`config.mk`:
```
export PLATFORM = sky130hd
export DESIGN_NAME = sha256_stream_hasher_flat
export DESIGN_NICKNAME = d
export VERILOG_FILES = /design/src/hdl/sha_pkg.sv /design/src/hdl/sha_if.sv /design/src/hdl/sha_datapath.sv /design/src/hdl/sha_ctrl.sv /design/src/hdl/sha256_stream_hasher.sv /design/src/flat_wrapper.sv
export SDC_FILE = /design/constraint.sdc
export NUM_CORES = 2
export LEC_CHECK = 0
export BUFFER_PORTS_ARGS = -buffer_cell sky130_fd_sc_hd__buf_2
export CAP_MARGIN = 20
export CORE_MARGIN = 3
export CORE_UTILIZATION = 54
export CTS_BUF_LIST = sky130_fd_sc_hd__clkbuf_4 sky130_fd_sc_hd__clkbuf_8 sky130_fd_sc_hd__clkbuf_16
export CTS_CLUSTER_DIAMETER = 30
export DETAILED_ROUTE_END_ITERATION = 7
export PLACE_DENSITY = 0.69
export SYNTH_ARGS = -nofsm -noshare
export SYNTH_HDL_FRONTEND = slang
export SYNTH_SLANG_ARGS = --single-unit
export TNS_END_PERCENT = 1
```
`constraint.sdc`:
```
create_clock -name i_clk -period 13.95 [get_ports i_clk]
set_input_delay 1.395 -clock i_clk [delete_from_list [all_inputs] [get_ports i_clk]]
set_output_delay 1.395 -clock i_clk [all_outputs]
set_load 0.005 [all_outputs]
```
`src/hdl/sha_pkg.sv`:
```
// Package: SHA-256 hasher types, constants and round functions.
package sha_pkg;

    localparam int unsigned WordWidth = 32;

    typedef logic [31:0] t_word;

    // Command from controller to datapath.
    typedef struct packed {
        logic       load_byte;   // write byte into buffer at fill level
        logic       pad_byte;    // write pad byte at fill level
        logic       len_load;    // write length into the last 8 bytes
        logic       comp_start;  // load working vars, zero round count
        logic       comp_round;  // one round
        logic       comp_final;  // add working vars into chain
        logic       fill_clr;    // clear fill level
        logic       msg_init;    // restart message
        logic       len_latch;   // latch total bit length
        logic       blk_done;    // add 512 to bit total
    } t_dp_cmd;

    typedef struct packed {
        logic [6:0] fill;
        logic [5:0] round;
    } t_dp_stat;

    localparam logic [7:0] PadByte = 8'h80;
    localparam logic [6:0] LenPos  = 7'd56;
    localparam logic [6:0] BlkLen  = 7'd64;

    localparam t_word RoundK [64] = '{
        32'h428a2f98,32'h71374491,32'hb5c0fbcf,32'he9b5dba5,
        32'h3956c25b,32'h59f111f1,32'h923f82a4,32'hab1c5ed5,
        32'hd807aa98,32'h12835b01,32'h243185be,32'h550c7dc3,
        32'h72be5d74,32'h80deb1fe,32'h9bdc06a7,32'hc19bf174,
        32'he49b69c1,32'hefbe4786,32'h0fc19dc6,32'h240ca1cc,
        32'h2de92c6f,32'h4a7484aa,32'h5cb0a9dc,32'h76f988da,
        32'h983e5152,32'ha831c66d,32'hb00327c8,32'hbf597fc7,
        32'hc6e00bf3,32'hd5a79147,32'h06ca6351,32'h14292967,
        32'h27b70a85,32'h2e1b2138,32'h4d2c6dfc,32'h53380d13,
        32'h650a7354,32'h766a0abb,32'h81c2c92e,32'h92722c85,
        32'ha2bfe8a1,32'ha81a664b,32'hc24b8b70,32'hc76c51a3,
        32'hd192e819,32'hd6990624,32'hf40e3585,32'h106aa070,
        32'h19a4c116,32'h1e376c08,32'h2748774c,32'h34b0bcb5,
        32'h391c0cb3,32'h4ed8aa4a,32'h5b9cca4f,32'h682e6ff3,
        32'h748f82ee,32'h78a5636f,32'h84c87814,32'h8cc70208,
        32'h90befffa,32'ha4506ceb,32'hbef9a3f7,32'hc67178f2
    };

    localparam t_word InitH [8] = '{
        32'h6a09e667,32'hbb67ae85,32'h3c6ef372,32'ha54ff53a,
        32'h510e527f,32'h9b05688c,32'h1f83d9ab,32'h5be0cd19
    };

    function automatic t_word rotr(input t_word x, input int unsigned n);
        rotr = (x >> n) | (x << (WordWidth - n));
    endfunction

    function automatic t_word ssig0(input t_word x);
        ssig0 = rotr(x, 7) ^ rotr(x, 18) ^ (x >> 3);
    endfunction

    function automatic t_word ssig1(input t_word x);
        ssig1 = rotr(x, 17) ^ rotr(x, 19) ^ (x >> 10);
    endfunction

    function automatic t_word bsig0(input t_word x);
        bsig0 = rotr(x, 2) ^ rotr(x, 13) ^ rotr(x, 22);
    endfunction

    function automatic t_word bsig1(input t_word x);
        bsig1 = rotr(x, 6) ^ rotr(x, 11) ^ rotr(x, 25);
    endfunction

endpackage

```
`src/hdl/sha_if.sv`:
```
// Interfaces: byte input channel and digest output channel.
interface sha_in_if;
    logic       valid;
    logic       ready;
    logic [7:0] data_byte;
    logic       has_byte;
    logic       end_of_message;
    modport source (output valid, data_byte, has_byte, end_of_message, input ready);
    modport sink   (input valid, data_byte, has_byte, end_of_message, output ready);
endinterface

interface sha_out_if;
    logic        valid;
    logic        ready;
    logic [31:0] digest_word;
    logic [2:0]  word_index;
    logic        last_word;
    modport source (output valid, digest_word, word_index, last_word, input ready);
    modport sink   (input valid, digest_word, word_index, last_word, output ready);
endinterface

```
`src/hdl/sha_datapath.sv`:
```
// Datapath: block buffer, message schedule, round unit, chain and bit count.
module sha_datapath (
    input  logic             i_clk,
    input  logic             i_rst_n,
    input  sha_pkg::t_dp_cmd i_cmd,
    input  logic [7:0]       i_byte,
    input  logic [2:0]       i_word_sel,
    output sha_pkg::t_dp_stat o_stat,
    output sha_pkg::t_word   o_chain_word
);
    import sha_pkg::*;

    t_word       r_buf [16];
    logic [6:0]  r_fill, n_fill;
    logic [63:0] r_bits;
    logic [63:0] r_len;
    t_word       r_h [8];
    t_word       r_v [8];
    t_word       r_w [16];
    logic [5:0]  r_round;

    t_word t1, t2, w_cur, w_new;
    logic [4:0] lane_lsb;

    // Byte 0 of a word sits in the top lane.
    assign lane_lsb = {~r_fill[1:0], 3'd0};

    // Words 0..15 come from the buffer, later ones from the schedule window.
    always_comb begin
        w_new = ssig1(r_w[14]) + r_w[9] + ssig0(r_w[1]) + r_w[0];
        if (r_round < 6'd16)
            w_cur = r_buf[r_round[3:0]];
        else
            w_cur = w_new;
        t1 = r_v[7] + bsig1(r_v[4]) + ((r_v[4] & r_v[5]) ^ (~r_v[4] & r_v[6]))
             + RoundK[r_round] + w_cur;
        t2 = bsig0(r_v[0]) + ((r_v[0] & r_v[1]) ^ (r_v[0] & r_v[2]) ^ (r_v[1] & r_v[2]));
    end

    always_comb begin
        n_fill = r_fill;
        if (i_cmd.load_byte || i_cmd.pad_byte)
            n_fill = r_fill + 7'd1;
        if (i_cmd.fill_clr || i_cmd.msg_init)
            n_fill = '0;
    end

    always_ff @(posedge i_clk) begin
        if (!i_rst_n) begin
            r_fill  <= '0;
            r_bits  <= '0;
            r_round <= '0;
            r_h     <= InitH;
        end else begin
            r_fill <= n_fill;
            if (i_cmd.blk_done)
                r_bits <= r_bits + 64'd512;
            if (i_cmd.comp_start)
                r_round <= '0;
            else if (i_cmd.comp_round)
                r_round <= r_round + 6'd1;
            if (i_cmd.comp_final) begin
                for (int i = 0; i < 8; i++)
                    r_h[i] <= r_h[i] + r_v[i];
            end
            if (i_cmd.msg_init) begin
                r_h    <= InitH;
                r_bits <= '0;
            end
        end
    end

    always_ff @(posedge i_clk) begin
        if (i_cmd.load_byte)
            r_buf[r_fill[5:2]][lane_lsb +: 8] <= i_byte;
        else if (i_cmd.pad_byte)
            r_buf[r_fill[5:2]][lane_lsb +: 8] <= (r_fill[5:0] == r_len[8:3]) ?
                                                 PadByte : 8'h00;
        if (i_cmd.len_load) begin
            r_buf[14] <= r_len[63:32];
            r_buf[15] <= r_len[31:0];
        end
        if (i_cmd.len_latch)
            r_len <= r_bits + {54'd0, n_fill, 3'd0};
        if (i_cmd.comp_start)
            r_v <= r_h;
        else if (i_cmd.comp_round) begin
            r_v[7] <= r_v[6];
            r_v[6] <= r_v[5];
            r_v[5] <= r_v[4];
            r_v[4] <= r_v[3] + t1;
            r_v[3] <= r_v[2];
            r_v[2] <= r_v[1];
            r_v[1] <= r_v[0];
            r_v[0] <= t1 + t2;
            for (int i = 0; i < 15; i++)
                r_w[i] <= r_w[i + 1];
            r_w[15] <= w_cur;
        end
    end

    assign o_stat.fill    = r_fill;
    assign o_stat.round   = r_round;
    assign o_chain_word   = r_h[i_word_sel];
endmodule

```
`src/hdl/sha_ctrl.sv`:
```
// Controller: sequences byte loads, padding, compression and digest output.
module sha_ctrl (
    input  logic              i_clk,
    input  logic              i_rst_n,
    input  logic              i_in_valid,
    input  logic              i_has_byte,
    input  logic              i_eom,
    output logic              o_in_ready,
    input  logic              i_out_ready,
    output logic              o_out_valid,
    output logic [2:0]        o_word_idx,
    input  sha_pkg::t_dp_stat i_stat,
    output sha_pkg::t_dp_cmd  o_cmd
);
    import sha_pkg::*;

    typedef enum logic [6:0] {
        S_IDLE  = 7'b0000001,
        S_RUN   = 7'b0000010,
        S_FINAL = 7'b0000100,
        S_PAD   = 7'b0001000,
        S_LEN   = 7'b0010000,
        S_OUT   = 7'b0100000,
        S_START = 7'b1000000
    } t_state;

    t_state     r_state, n_state;
    logic       r_pad, n_pad;     // padding in progress
    logic       r_eom, n_eom;     // close message after current block
    logic [2:0] r_idx, n_idx;

    logic in_acc;
    assign o_in_ready  = (r_state == S_IDLE);
    assign in_acc      = i_in_valid && o_in_ready;
    assign o_out_valid = (r_state == S_OUT);
    assign o_word_idx  = r_idx;

    always_comb begin
        n_state = r_state;
        n_pad   = r_pad;
        n_eom   = r_eom;
        n_idx   = r_idx;
        o_cmd   = '0;
        case (r_state)
            S_IDLE: begin
                if (in_acc) begin
                    o_cmd.load_byte = i_has_byte;
                    n_eom = i_eom;
                    if (i_has_byte && i_stat.fill == BlkLen - 7'd1)
                        n_state = S_START;
                    else if (i_eom) begin
                        o_cmd.len_latch = 1'b1;
                        n_eom   = 1'b0;
                        n_state = S_PAD;
                    end
                end
            end
            S_START: begin
                o_cmd.comp_start = 1'b1;
                n_state = S_RUN;
            end
            S_RUN: begin
                o_cmd.comp_round = 1'b1;
                if (i_stat.round == 6'd63)
                    n_state = S_FINAL;
            end
            S_FINAL: begin
                o_cmd.comp_final = 1'b1;
                o_cmd.fill_clr   = 1'b1;
                if (!r_pad) begin
                    o_cmd.blk_done = 1'b1;
                    if (r_eom) begin
                        // length taken after the 512 add; latch in pad state
                        n_state = S_PAD;
                        n_pad   = 1'b1;
                    end else
                        n_state = S_IDLE;
                end else if (i_stat.fill == BlkLen) begin
                    n_state = S_PAD;
                end else begin
                    n_idx   = '0;
                    n_state = S_OUT;
                end
            end
            S_PAD: begin
                // a full block closed the message: latch the length first
                if (r_eom) begin
                    o_cmd.len_latch = 1'b1;
                    n_eom = 1'b0;
                end else begin
                    n_pad = 1'b1;
                    o_cmd.pad_byte = 1'b1;
                    if (i_stat.fill == BlkLen - 7'd1)
                        n_state = S_START;
                    else if (i_stat.fill == LenPos - 7'd1)
                        n_state = S_LEN;
                end
            end
            S_LEN: begin
                o_cmd.len_load = 1'b1;
                o_cmd.fill_clr = 1'b0;
                n_state = S_START;
            end
            S_OUT: begin
                if (i_out_ready) begin
                    n_idx = r_idx + 3'd1;
                    if (r_idx == 3'd7) begin
                        o_cmd.msg_init = 1'b1;
                        n_pad   = 1'b0;
                        n_eom   = 1'b0;
                        n_state = S_IDLE;
                    end
                end
            end
            default: n_state = S_IDLE;
        endcase
    end

    always_ff @(posedge i_clk) begin
        if (!i_rst_n) begin
            r_state <= S_IDLE;
            r_pad   <= 1'b0;
            r_eom   <= 1'b0;
            r_idx   <= '0;
        end else begin
            r_state <= n_state;
            r_pad   <= n_pad;
            r_eom   <= n_eom;
            r_idx   <= n_idx;
        end
    end
endmodule

```
`src/hdl/sha256_stream_hasher.sv`:
```
// Top level: SHA-256 stream hasher, at most one message byte per input beat.
// A data beat is taken in idle; the 64th byte of a block starts a compression:
// start, rounds, final add. A closing beat writes the padding bytes and then the length,
// compresses one or two final blocks, then eight digest beats, one per cycle when taken.
// Throughput is set by the one-round-per-cycle unit; no byte is taken during compression.
// Synchronous active-low reset loads the initial hash values and clears counts.
module sha256_stream_hasher (
    input  logic  i_clk,
    input  logic  i_rst_n,
    sha_in_if.sink    i_in,
    sha_out_if.source o_out
);
    import sha_pkg::*;

    t_dp_cmd    cmd;
    t_dp_stat   stat;
    logic [2:0] word_idx;
    t_word      chain_word;

    // When no full block came, the length is latched before the first pad byte.
    sha_ctrl u_ctrl (
        .i_clk       (i_clk),
        .i_rst_n     (i_rst_n),
        .i_in_valid  (i_in.valid),
        .i_has_byte  (i_in.has_byte),
        .i_eom       (i_in.end_of_message),
        .o_in_ready  (i_in.ready),
        .i_out_ready (o_out.ready),
        .o_out_valid (o_out.valid),
        .o_word_idx  (word_idx),
        .i_stat      (stat),
        .o_cmd       (cmd)
    );

    sha_datapath u_dp (
        .i_clk        (i_clk),
        .i_rst_n      (i_rst_n),
        .i_cmd        (cmd),
        .i_byte       (i_in.data_byte),
        .i_word_sel   (word_idx),
        .o_stat       (stat),
        .o_chain_word (chain_word)
    );

    assign o_out.digest_word = chain_word;
    assign o_out.word_index  = word_idx;
    assign o_out.last_word   = (word_idx == 3'd7);

    a_no_overlap: assert property (@(posedge i_clk) disable iff (!i_rst_n)
        !(i_in.ready && o_out.valid)) else $error("input taken during digest");
    a_fill_range: assert property (@(posedge i_clk) disable iff (!i_rst_n)
        stat.fill <= BlkLen) else $error("fill level out of range");
    a_round_step: assert property (@(posedge i_clk) disable iff (!i_rst_n)
        cmd.comp_round && stat.round != 6'd63 |=> stat.round == $past(stat.round) + 6'd1)
        else $error("round counter skipped");
endmodule

```
`src/flat_wrapper.sv`:
```
// flat-port wrapper written by rule: the top's interface ports become plain ports
module sha256_stream_hasher_flat import sha_pkg::*;
  (i_clk, i_rst_n, i_in_valid, i_in_data_byte, i_in_has_byte, i_in_end_of_message, i_in_ready, o_out_valid, o_out_digest_word, o_out_word_index, o_out_last_word, o_out_ready);
  sha_in_if i_in_i ();
  sha_out_if o_out_i ();
  input  logic i_clk;
  input  logic i_rst_n;
  input wire logic [$bits(i_in_i.valid)-1:0] i_in_valid;
  input wire logic [$bits(i_in_i.data_byte)-1:0] i_in_data_byte;
  input wire logic [$bits(i_in_i.has_byte)-1:0] i_in_has_byte;
  input wire logic [$bits(i_in_i.end_of_message)-1:0] i_in_end_of_message;
  output wire logic [$bits(i_in_i.ready)-1:0] i_in_ready;
  output wire logic [$bits(o_out_i.valid)-1:0] o_out_valid;
  output wire logic [$bits(o_out_i.digest_word)-1:0] o_out_digest_word;
  output wire logic [$bits(o_out_i.word_index)-1:0] o_out_word_index;
  output wire logic [$bits(o_out_i.last_word)-1:0] o_out_last_word;
  input wire logic [$bits(o_out_i.ready)-1:0] o_out_ready;
  assign i_in_i.valid = i_in_valid;
  assign i_in_i.data_byte = i_in_data_byte;
  assign i_in_i.has_byte = i_in_has_byte;
  assign i_in_i.end_of_message = i_in_end_of_message;
  assign i_in_ready = i_in_i.ready;
  assign o_out_valid = o_out_i.valid;
  assign o_out_digest_word = o_out_i.digest_word;
  assign o_out_word_index = o_out_i.word_index;
  assign o_out_last_word = o_out_i.last_word;
  assign o_out_i.ready = o_out_ready;
  sha256_stream_hasher u_core (.i_clk(i_clk), .i_rst_n(i_rst_n), .i_in(i_in_i), .o_out(o_out_i));
endmodule
```
Word-level counts from Yosys, hierarchy flattened
Memories as Yosys holds them, arrays and structs flattened. A register that Yosys moved wholly into a read port is not among the register bits.
Cells that the tools add are included.
{"block": "totals", "reg_bits": 665, "latch_bits": 0, "mem_bits_rw": 1024, "rom_bits": 2048, "inputBits": 14, "output_inout_bits": 38, "wordCells": 258, "memories": 3}
{"memory": "(no name shown)", "words": 64, "word_bits": 32, "read_ports": 1, "rd_clocked_by_memory_dff": 0, "wr": 0, "line": "sha_datapath.sv:36", "source": "+ RoundK[r_round] + w_cur;"}
{"memory": "u_core.u_dp.r_buf", "words": 16, "word_bits": 32, "read_ports": 1, "rd_clocked_by_memory_dff": 1, "wr": 2, "line": "sha_datapath.sv:13", "source": "t_word r_buf [16];"}
{"memory": "u_core.u_dp.r_w", "words": 16, "word_bits": 32, "read_ports": 16, "rd_clocked_by_memory_dff": 0, "wr": 16, "line": "sha_datapath.sv:19", "source": "t_word r_w [16];"}
{"block": "op_classes", "add_sub_neg": 24, "multipliers": 0, "div_mod_pow": 0, "order_cmp": 3, "n_eq_ne": 22, "shift": 3, "n_mux": 101, "bitwise_logic": 63, "reduce_logical": 15}
{"op": "adder 32 bit", "count": 18}
{"op": "2-to-1 mux 256 bit", "count": 2}
{"op": "2-to-1 mux 32 bit", "count": 9}
{"op": "XOR 32 bit", "count": 9}
{"op": "AND 32 bit", "count": 5}
{"op": "binary-select mux 32 bit (select 3 bit)", "count": 1}
{"op": "2-to-1 mux 7 bit", "count": 12}
{"op": "adder 64 x 10 -> 64 bit", "count": 1}
{"op": "adder 64 x 10 -> 64 bit, second input constant", "count": 1}
{"op": "variable part select 8 x 7 -> 32 bit", "count": 2}
{"op": "2-to-1 mux 1 bit", "count": 63}
{"op": "one-hot mux 7 bit (7 select lines)", "count": 1}
{"op": "NOT 32 bit", "count": 1}
{"op": "bitwise OR 1 bit", "count": 32}
{"op": "bitwise OR 10 x 32 -> 32 bit", "count": 1}
{"op": "bitwise OR 13 x 32 -> 32 bit", "count": 1}
{"op": "bitwise OR 14 x 32 -> 32 bit", "count": 1}
{"op": "bitwise OR 15 x 32 -> 32 bit", "count": 1}
{"op": "bitwise OR 19 x 32 -> 32 bit", "count": 1}
{"op": "bitwise OR 21 x 32 -> 32 bit", "count": 1}
{"op": "bitwise OR 25 x 32 -> 32 bit", "count": 1}
{"op": "bitwise OR 26 x 32 -> 32 bit", "count": 1}
{"op": "bitwise OR 30 x 32 -> 32 bit", "count": 1}
{"op": "bitwise OR 7 x 32 -> 32 bit", "count": 1}
{"op": "43 further kinds", "count": 64}

Longest topological paths before layout
An unclocked memory read counts as a cell.
{"block": "depth", "word_depth": 12, "ltp_mapped": 51, "depth_no_buf": 51}

By module
Synthesis repeated with hierarchy kept, for this count alone.
{"block": "unflattened", "cells_unflattened": 7664, "hier_area_um2": 92356.1}
{"module": "sha_datapath", "n_inst": 1, "cells_per_inst": 7558, "area_per_inst_um2": 91482.7, "seq_area_each_um2": 46834.9}
{"module": "sha_ctrl", "n_inst": 1, "cells_per_inst": 105, "area_per_inst_um2": 867.1, "seq_area_each_um2": 240.2}
{"module": "sha256_stream_hasher", "n_inst": 1, "cells_per_inst": 1, "area_per_inst_um2": 6.3, "seq_area_each_um2": 0.0}

Worst setup path before layout
No wires, ideal clock.
{"block": "synth_path", "path_kind": "reg-to-reg", "from": "register u_core.u_ctrl.r_state[0]", "to": "memory u_core.u_dp.r_w[0][0] (netlist name), enable pin", "setup_ps": 4096, "arrival_ps": 9972, "required_time_ps": 9854, "setup_slack_ps": -118, "stages_incl_launch_ff": 4, "path_buffers": 0, "period_less_slack_ps": 14068, "cell_sequence": "dfxtp_1 > nor4_1 > nand4bb_1 > clkinv_1"}
{"item": "from (decl)", "line": "sha_ctrl.sv:27", "source": "t_state r_state, n_state;"}
{"item": "from (signal assigned)", "line": "sha_ctrl.sv:126", "source": "r_state <= n_state;"}
{"item": "to (decl)", "line": "sha_datapath.sv:19"}

==> metrics.csv <==
stage,metric,value,unit
floorplanning,Initial Util,54.7,%
yosys,synth cell count leaders,"edfxtp_1, nand2_1, a21oi_1",
placed_design,HPWL Detailed,203000,um
yosys,Seq cells post-synth,1681,
clocking,TritonCTS sink count,1681,
detailed_routing,Vias/cell,6.19,
timing,measured slew at the worst slew-check pin,1230,ps
setup_path,Critical Path RT,14600,ps
yosys,ys flop type,edfxtp_1,
yosys,most frequent cell after synthesis,edfxtp_1,
detailed_routing,Vias,66400,
status,status,"finished, final reports clean",
yosys,register area share after synthesis,51.1,%
timing,"Hold Vio Cnt, Final",0,
yosys,Syn Area/Cell,11.4,um^2
timing,Final Skew,83.9,ps
detailed_routing,initial DRC count,7712,
clocking,CTS Root Cell,clkbuf_16,
clocking,CTS clock-pin slew for the worst setup and hold paths,50,ps
clocking,TritonCTS clock tree,yes,
placed_design,placed inst area,0.0944,mm^2
setup_path,CP Data Arrival Time,12320,ps
yosys,Post-Synthesis Cells,8099,
yosys,Post-synth EDFFs,1341,
floorplanning,chip width,419,um
grt,gr usage total,32.3,%
final_layout,P&R area growth vs syn,16.4,%
yosys,Post-Syn Nets,8719,
timing,fin crit share,83.6,%
placed_design,RePlAce Congestion,0.977,
clocking,# Post-CTS Setup Buffers,0,
timing,Slew Limit Fails,0,
floorplanning,Die Ht,419,um
setup_path,"most used cell, CP",inv_1,
yosys,Synthesis Warnings,0,
clocking,# hold bufs at CTS,0,
detailed_routing,routed wire length per instance,26.6,um
timing,Finish-stage setup viols,0,
setup_path,critical path capture point type,flop,
floorplanning,DIE AREA,0.176,mm^2
timing,Final TNS setup,0,ps
setup_path,critical path class,reg2reg,
grt,first-pass GRT wire length,421000,um
detailed_routing,post-route ant nets,0,
grt,gr ovfl total,0,
final_layout,final instance area,0.107,mm^2
detailed_routing,final WL,285000,um
timing,hold_ws,342,ps
power_and_ir_drop,Leakage,41.2,nW
clocking,Num CTS Buffers,375,
yosys,Synth area leader,edfxtp_1,
setup_path,Worst path slowest cell,fa_1,
setup_path,Max stage delay on crit path,510,ps
yosys,post-synth top area share,43.7,%
final_layout,Layout Nets,8846,
power_and_ir_drop,Max VDD drop,0.136,mV
clocking,H-tree depth,5,
setup_path,Worst Path Max Fanout,6,
placed_design,cell count after placement,10000,
placed_design,PortBufs,51,
grt,initial antenna violation count,15,
clocking,clock latency on the worst-skew pair,960,ps
timing,RSZ-0062 raised after global routing,false,
detailed_routing,DRC Markers,0,
hold_path,Worst Hold Class,reg2reg,
timing,worst rel slew slack,17.7,%
final_layout,share of cells above drive strength 1,13.4,%
placed_design,Post-Place Worst Slack,2390,ps
grt,vias in the first global route,63600,
timing,Tmin final,11670,ps
setup_path,Startpoint Class,flop,
timing,fin worst setup slack,2280,ps
detailed_routing,First-pass DRT Iterations,7,
power_and_ir_drop,pwr/cell area,146,mW/mm^2
yosys,Post-Syn Area,0.0921,mm^2
floorplanning,CORE AREA,0.168,mm^2
clocking,CTS resizes,0,
floorplanning,row count,150,
yosys,ys async rst share,0,%
run,Max Cap Viol,0,
final_layout,Layout Cells excl Fill,10700,
yosys,synth top area cells,"edfxtp_1, dfxtp_1, ha_1, mux4_2, nand2_1",
clocking,maximum clock insertion buffer count,4,
floorplanning,I/O Pins,52,
grt,largest net degree at the start of global routing,186,
yosys,count of cell types in the netlist,92,
timing,Max Freq,85.7,MHz
## flip-flops by register name, indices dropped and copies added (netlist names), named ones only
signal	flops
u_core.u_ctrl.r_eom	1
u_core.u_dp.r_len	61
u_core.u_ctrl.o_word_idx	3
u_core.u_ctrl.r_state	7
u_core.u_ctrl.r_pad	1
u_core.u_dp.r_v	256
u_core.u_dp.r_bits	55
u_core.u_dp.r_w	512
u_core.u_dp.r_buf	512
u_core.u_dp.r_round	6
u_core.u_dp.r_fill	7
u_core.u_dp.r_h	256
## critical path: cells and delay by family (launching register included)
kind	cells	cell delay, ps
xor gates and xnor gates	6	1450
DFF	1	480
AOI/OAI and AO/OA	20	4340
adders and majority gates	9	3760
buffers and inverters	8	540
and+or+nand+nor	4	780
## through the flow
step	total power (W)	util, %
6_report	0.0156	63.7
5_1_grt	0.0161	63.7
4_1_cts	0.0157	63.6
2_1_floorplan	0.00650	-
3_5_place_dp	0.00681	56.1
3_3_place_gp	0.00678	56.1
## where the power goes
group	switching [W]	leakage, nW	internal (W)	total [W]
logic	0.000746	20.2	0.000478	0.00122
clock network	0.00282	6.21	0.00602	0.00884
registers	0.0000221	14.8	0.00552	0.00554
## cell families after synthesis
family / synth area share (%)
compound gates: 11.8
fa+ha+maj: 9.87
mux: 6.61
simple gates: 10.6
buf+inv: 3.56
xor+xnor: 6.39
flops: 51.1
## per-layer routing
metal / vias up / global-route usage [%] / wire [um]
met2: 3280 / 48.7 / 127000
met1: 32900 / 45.7 / 119000
met5: - / 0 / 96
li1: 29500 / - / -
met4: 14 / 12.7 / 12300
met3: 657 / 6.99 / 27100
## worst paths after layout
kind | cells after the start | slack, ps | to | start
setup / recovery | 47 | 2280 | u_core.u_dp.r_v[255]$_DFFE_PP_ | u_core.u_dp.r_w[0][43]$_DFFE_PP_
hold / removal | 0 | 340 | u_core.u_dp.r_w[0][140]$_DFFE_PP_ | u_core.u_dp.r_w[0][172]$_DFFE_PP_
setup reg to reg | 47 | 2280 | u_core.u_dp.r_v[255]$_DFFE_PP_ | u_core.u_dp.r_w[0][43]$_DFFE_PP_
hold reg to reg | 0 | 340 | u_core.u_dp.r_w[0][140]$_DFFE_PP_ | u_core.u_dp.r_w[0][172]$_DFFE_PP_
## cell type report
type | count | area, um^2
Fill cell | 12700 | 61100
Sequential cell | 1681 | 47100
Multi-Input combinational cell | 5548 | 41800
Clock buffer | 456 | 10300
Tap cell | 2204 | 2760
Clock inverter | 217 | 2420
Inverter | 480 | 1820
Timing Repair Buffer | 140 | 968
Antenna cell | 5 | 12.5
## placed cells by master, fill, tap and decap left out, types with 25 or more instances in the layout
cell type | synthesis | routed
fa_1 | 196 | 196
nor2b_1 | 60 | 60
xnor2_1 | 405 | 405
nand3_1 | 108 | 107
nand2_1 | 1144 | 1143
a211oi_1 | 57 | 57
clkbuf_4 | 0 | 54
nand2b_1 | 59 | 59
o211ai_1 | 106 | 106
a31oi_1 | 48 | 48
mux4_2 | 226 | 226
a21o_1 | 235 | 235
clkinv_2 | 0 | 58
clkbuf_16 | 0 | 386
nor2_1 | 448 | 447
and3_1 | 47 | 45
clkinv_4 | 0 | 25
nor3_1 | 101 | 101
ha_1 | 410 | 410
inv_1 | 476 | 476
and2_1 | 62 | 62
o21bai_1 | 41 | 41
bufinv_16 | 0 | 44
buf_2 | 7 | 55
edfxtp_1 | 1341 | 1341
buf_4 | 0 | 78
dfxtp_1 | 340 | 330
or3_1 | 54 | 54
o21a_1 | 73 | 72
o21ai_0 | 383 | 380
xor2_1 | 261 | 261
mux2_2 | 67 | 67
a21oi_1 | 528 | 528
a22o_1 | 51 | 51
clkinvlp_4 | 0 | 42
nand4_1 | 45 | 45
clkinv_1 | 4 | 36
Power figures use the tool's default switching activity.
